## config.mk

```make
export PLATFORM = sky130hd
export DESIGN_NAME = efsd_cell
export DESIGN_NICKNAME = d
export VERILOG_FILES = /design/src/hdl/efsd_pkg.sv /design/src/hdl/efsd_cell.sv
export SDC_FILE = /design/constraint.sdc
export NUM_CORES = 1
export LEC_CHECK = 0
export BUFFER_PORTS_ARGS = -buffer_cell sky130_fd_sc_hd__buf_2
export CAP_MARGIN = 30
export CORE_UTILIZATION = 58
export CTS_CLUSTER_SIZE = 14
export DETAILED_ROUTE_END_ITERATION = 8
export GPL_TIMING_DRIVEN = 0
export PLACE_DENSITY = 0.84
export SYNTH_ARGS = -nofsm -noshare
export SYNTH_HDL_FRONTEND = slang
export SYNTH_SLANG_ARGS = --single-unit
```

## constraint.sdc

```tcl
create_clock -name clk -period 4.6 [get_ports clk]
set_clock_uncertainty 0.05 [all_clocks]
set_input_delay 1.15 -clock clk [delete_from_list [all_inputs] [get_ports clk]]
set_output_delay 1.15 -clock clk [all_outputs]
set_load 0.1 [all_outputs]
```

## src/hdl/efsd_pkg.sv

```systemverilog
package efsd_pkg;

    localparam int MAX_SERVERS = 16;
    localparam int DATA_W      = 32;
    localparam int DUR_W       = 16;
    localparam int VAL_W       = 16;
    localparam int CFG_W       = 5;
    localparam int SIDX_W      = 5;
    localparam int CNT_W       = $clog2(MAX_SERVERS + 1);
    localparam int IDX_W       = (MAX_SERVERS > 1) ? $clog2(MAX_SERVERS) : 1;
    localparam int WIDE_W      = (CNT_W > CFG_W) ? CNT_W : CFG_W;
    localparam int CFG_RESET   = (16 > MAX_SERVERS) ? MAX_SERVERS : 16;

    typedef struct packed {
        logic [DUR_W-1:0] duration;
        logic [VAL_W-1:0] job_value;
        logic             new_batch;
        logic             last_job;
    } in_word_t;

    typedef struct packed {
        logic [SIDX_W-1:0] server_index;
        logic [DATA_W-1:0] server_finish;
        logic [DATA_W-1:0] server_value_total;
        logic [DATA_W-1:0] makespan;
        logic              batch_done;
    } out_word_t;

    // running best candidate handed from cell to cell
    typedef struct packed {
        logic              found;
        logic [IDX_W-1:0]  idx;
        logic [DATA_W-1:0] finish;
    } chain_t;

    typedef enum logic [3:0] {
        S_IDLE   = 4'b0001,
        S_SCAN   = 4'b0010,
        S_UPDATE = 4'b0100,
        S_DONE   = 4'b1000
    } state_t;

endpackage

```

## src/hdl/efsd_cell.sv

```systemverilog
module efsd_cell (
    input  logic                          clk,
    input  logic                          rst_n,
    input  logic [efsd_pkg::IDX_W-1:0]    cell_id,
    input  logic [efsd_pkg::CNT_W-1:0]    server_limit,
    input  logic                          clear,
    input  logic                          wr_en,
    input  logic [efsd_pkg::DUR_W-1:0]    duration,
    input  logic [efsd_pkg::VAL_W-1:0]    job_value,
    input  efsd_pkg::chain_t              chain_in,
    output efsd_pkg::chain_t              chain_out,
    output logic [efsd_pkg::DATA_W-1:0]   finish,
    output logic [efsd_pkg::DATA_W-1:0]   value_total
);
    import efsd_pkg::*;

    logic [DATA_W-1:0] finish_reg, finish_next;
    logic [DATA_W-1:0] value_reg, value_next;
    chain_t            chain_reg, chain_next;
    logic [DATA_W:0]   finish_sum;
    logic [DATA_W:0]   value_sum;
    logic              own_active;
    logic              take;

    assign finish_sum = {1'b0, finish_reg} + (DATA_W+1)'(duration);
    assign value_sum  = {1'b0, value_reg} + (DATA_W+1)'(job_value);

    // clear or saturating update of this server
    always_comb
    begin
        finish_next = finish_reg;
        value_next  = value_reg;
        if (clear)
        begin
            finish_next = '0;
            value_next  = '0;
        end
        else if (wr_en)
        begin
            finish_next = finish_sum[DATA_W] ? '1 : finish_sum[DATA_W-1:0];
            value_next  = value_sum[DATA_W] ? '1 : value_sum[DATA_W-1:0];
        end
    end

    // strict less keeps the lower server on a tie
    assign own_active = CNT_W'(cell_id) < server_limit;
    assign take = own_active && (!chain_in.found || (finish_reg < chain_in.finish));

    always_comb
    begin
        chain_next = chain_in;
        if (take)
        begin
            chain_next.found  = 1'b1;
            chain_next.idx    = cell_id;
            chain_next.finish = finish_reg;
        end
    end

    always_ff @(posedge clk or negedge rst_n)
    begin
        if (!rst_n)
        begin
            finish_reg <= '0;
            value_reg  <= '0;
            chain_reg  <= '0;
        end
        else
        begin
            finish_reg <= finish_next;
            value_reg  <= value_next;
            chain_reg  <= chain_next;
        end
    end

    assign chain_out   = chain_reg;
    assign finish      = finish_reg;
    assign value_total = value_reg;

endmodule

```

# == After elaboration in Yosys (flattened, before gate mapping) ==
# Index checks and enable logic that the tools add are counted.
# Widths: inputs -> output; s select.
# word_totals
reg_bits,101
input_bits,82
# classes
add_sub_neg,2
magnitude_cmp,2
muxes,7
reduce_logical,4
# ops
operator,n
$mux 32,6
$add 32x16->33,2
$mux 37,1
$lt 32x32->1,1
$lt 4x5->1,1
$reduce_bool 2->1,1
$logic_and 1x1->1,1
$logic_not 1->1,1
$logic_or 1x1->1,1

# == Longest topological paths before layout ==
# logic_depth
word_depth,4
mapped_depth,11
ltp_nobuf,9

# == Worst setup path before layout ==
# Ideal clock, no wire load.
# synth_timing
path_type,input-to-reg
from,in job_value[0] (netlist name)
to,"reg value_reg[19], in the netlist value_total[19]"
setup_time_ps,126
arrival_ps,3492
path_slack_ps,932
path_stages,11
path_buffers,2
cell_sequence,ha_1 fa_1 a21o_1 a221oi_2 o2111ai_2 a21oi_4 or3_1 buf_2 buf_4 nand2_1 o311a_1
# synth_via
elab_chain_cells,4
# synth_lines
item,line_no,source
from (decl),efsd_cell.sv:9,"input logic [efsd_pkg::VAL_W-1:0] job_value,"
$add 32x16->33,efsd_cell.sv:26,"assign value_sum = {1'b0, value_reg} + (DATA_W+1)'(job_value);"
$mux 32,efsd_cell.sv:41,value_next = value_sum[DATA_W] ? '1 : value_sum[DATA_W-1:0];
$mux 32,efsd_cell.sv:38,else if (wr_en)
$mux 32,efsd_cell.sv:33,if (clear)
to (signal assigned),efsd_cell.sv:71,value_reg <= value_next;
to (decl),efsd_cell.sv:18,"logic [DATA_W-1:0] value_reg, value_next;"
# Every way passes these cells. The select of a mux whose other input is x is not followed.
# A chain may end at the register's enable or synchronous reset.

# == Worst setup path in the final report ==
# layout_timing
from,in job_value[0] (netlist name)
to,"reg value_reg[8], in the netlist value_total[8]"
# Same word-level chain as after synthesis.

==> impl_metrics.env <==
export IMPL_cp_max_fo=9
export IMPL_leakage_nw=4.35
export IMPL_drv_cap=0
export IMPL_wl_per_cell_um=17.0
export IMPL_ioPinCount=183
export IMPL_place_congestion=0.948
export IMPL_core_um2=11600
export IMPL_final_common_cell="buf_2"
export IMPL_synthArstFlopShare_pct=100
export IMPL_htreeDepth=3
export IMPL_utilization_pct=72.6
export IMPL_cpMaxStageDelayCell="nor2_1"
export IMPL_setup_violations=0
export IMPL_via_per_inst=5.96
export IMPL_holdCritPathClass="flop to flop"
export IMPL_cts_root_buf="clkbuf_16"
export IMPL_netlist_instances=725
export IMPL_fin_tns_setup_ns=0
export IMPL_cts_hold_buf=0
export IMPL_cts_resized=0
export IMPL_antenna_left=0
export IMPL_wirelength_mm=18.1
export IMPL_fillCellCount=870
export IMPL_postCtsSetupBuffers=0
export IMPL_die_area_um2=12400
export IMPL_seq_area_um2=2530
export IMPL_num_rows=39
export IMPL_cp_end_kind="flop"
export IMPL_fin_crit_ns=3.81
export IMPL_grt_pass1_vias=6144
export IMPL_synth_ff_type="dfrtp_1"
export IMPL_die_x_um=111
export IMPL_synth_seq_cells=101
export IMPL_outcome="complete, but fails checks"
export IMPL_top_layer_used="met4"
export IMPL_start_util_pct=60.1
export IMPL_drive_gt1_share_pct=26.9
export IMPL_fin_crit_sh_pct=82.8
export IMPL_first_pass_iters=6
export IMPL_syn_nets=875
export IMPL_final_cell_mix="buf_2, dfrtp_1, nor2_1"
export IMPL_hold_viol_final=0
export IMPL_arrival_ns=3.96
export IMPL_grt_overflow=0
export IMPL_path_class="primary input to flop"
export IMPL_drcViolationCount=38
export IMPL_worstPathRequired_ns=4.75
export IMPL_wl_met3_mm=1.30
export IMPL_grt_pass1_wl_mm=30.3
export IMPL_wl_met2_mm=8.68
export IMPL_drt_iter0_drc=430
export IMPL_cts_tree="done"
export IMPL_cts_buffer_depth=2
export IMPL_synthDistinctLibCells=62
export IMPL_antenna_found_initial=0
export IMPL_p_per_area_nw_per_um2=362
export IMPL_finalMaxSlewViolations=0
export IMPL_layout_nets=1068
export IMPL_dp_hpwl_mm=13.5
export IMPL_rsz0062_at_grt="false"
export IMPL_critPathMaxStageDelay_ns=0.55
export IMPL_grt_use_total_pct=30.5
export IMPL_max_freq_mhz=262
export IMPL_synth_edf_count=0
export IMPL_ys_seq_area_share_pct=36.4
export IMPL_largest_reg_flops=37
export IMPL_port_buffers=181
export IMPL_relSlewSlack_pct=53.9
export IMPL_avgSynthCellArea_um2=9.59
export IMPL_synth_area_um2=6950
export IMPL_vdd_drop_max_v=0.000237
export IMPL_synthToLayoutAreaGrowth_pct=20.8
export IMPL_vias=6355
export IMPL_numClockSinks=101
export IMPL_ys_warn_count=0
export IMPL_path_cells="buf_2, ha_1, fa_1, a21o_1, a221oi_2, o2111ai_2, a21oi_4, nor3_1, nor2_1, a211oi_1"
export IMPL_cts_buffers_inserted=9
export IMPL_critPathLaunchType="primary input"
export IMPL_grt_max_degree=72
export IMPL_tightest_slew_ns=0.689
export IMPL_die_y_um=111
export IMPL_clk_latency_ns=0.36
export IMPL_failed_checks="design-rule violations"
export IMPL_m1WireLength_mm=7.77
export IMPL_cts_clk_slew_worst_paths_ns=0.06
export IMPL_multiInputGateArea_um2=4090
-- logic make-up (layout without fill, tap and decap cells) --
group / Yosys count / after routing / share of synthesized area [%]
muxes: 39 / 39 / 7.81
buffers and inverters: 75 / 272 / 4.86
and+or+nand+nor: 212 / 212 / 14.8
other: 0 / 1 / 0
xor gates and xnor gates: 27 / 27 / 3.40
adders and majority gates: 68 / 68 / 12.5
DFF: 101 / 101 / 36.4
AOI/OAI and AO/OA: 203 / 203 / 20.3
-- worst paths after layout --
path,depth (start not counted),endpoint,startpoint,slack (ns)
setup / recovery,10,value_total[8],job_value[0],0.79
hold / removal,2,value_total[4],value_total[4],0.53
setup reg to reg,9,value_total[8],value_total[0],1.27
hold reg to reg,2,value_total[4],value_total[4],0.53
max in group asynchronous,2,finish[3],rst_n,3.16
min in group asynchronous,1,chain_out[5],rst_n,0.67
-- worst max-delay path: cells and delay by family --
family / cells / cell delay, ns
buffers and inverters: 1 / 0.10
AND/OR/NAND/NOR: 2 / 0.71
adder cells (fa/ha/maj): 2 / 0.64
AO/OA/AOI/OAI: 5 / 1.35
-- per-layer routing --
metal	GRT usage, %	up-vias
li1	-	3084
met1	40.0	2994
met2	51.2	250
met3	4.41	27
met4	12.1	0
met5	0	-
-- layout make-up --
| type | instances | area share [%] |
|---|---|---|
| well taps | 143 | 2.13 |
| repair buffers | 182 | 11.1 |
| plain buffers | 27 | 1.88 |
| clock buffers | 10 | 2.73 |
| clock inverters | 5 | 1.19 |
| multi-input cells | 549 | 48.7 |
| flip-flops and latches | 101 | 30.1 |
| diodes | 1 | 0.0298 |
| inverters | 48 | 2.15 |
-- synth_stat cells (2+ instances only) --
cell	number	share of area [%]
nor3b_1	2	0.22
xnor2_1	10	1.3
mux2i_1	4	0.58
or4_1	2	0.22
xor2_1	17	2.1
a31oi_1	10	0.90
nor3_1	19	1.4
dfrtp_1	101	36
or2_2	3	0.27
a32oi_1	2	0.25
a311oi_1	19	2.4
mux2_2	6	0.97
fa_1	2	0.58
o21bai_1	7	0.76
mux2_4	29	6.3
a31o_2	2	0.25
o311a_1	4	0.58
nor4_1	6	0.54
a21oi_1	51	3.7
nand2b_1	3	0.27
a21o_1	16	1.7
a2111o_1	2	0.32
o22ai_1	3	0.27
a2111oi_0	3	0.38
and3_1	16	1.4
inv_1	47	2.5
and4_1	7	0.88
buf_12	3	0.86
o21ai_0	28	2.0
o211ai_1	7	0.76
buf_2	3	0.22
nand4_1	9	0.81
ha_1	66	12
nand2_1	37	2.0
or3_1	4	0.36
nand3_1	20	1.4
clkbuf_1	20	1.1
nor2b_1	4	0.36
o21a_1	10	1.1
and2_1	2	0.18
nor2_1	77	4.2
a41oi_1	3	0.38
a41o_1	2	0.29
a211oi_1	18	1.9
o311ai_0	2	0.25
-- per-stage QoR --
step                cells  area (um2)  hold slack, ns  power (mW)  setup WS [ns]
floorplan             725        6950           0.804        1.95          0.932
global placement     1049        8040           0.511        2.17          0.502
detailed placement   1050        8070           0.521        2.19          0.465
CTS                  1065        8400           0.535        3.05          0.800
global route         1065        8400           0.547        3.18          0.521
finish               1066        8400           0.525        3.04          0.790
-- power by group --
part | total [mW] | switching (mW) | leakage, nW | internal, mW
logic | 1.18 | 0.860 | 2.85 | 0.320
clock network | 0.857 | 0.330 | 0.162 | 0.527
registers | 1.01 | 0.0541 | 1.34 | 0.953
total | 3.04 | 1.24 | 4.35 | 1.80
Power figures use the tool's default switching activity.
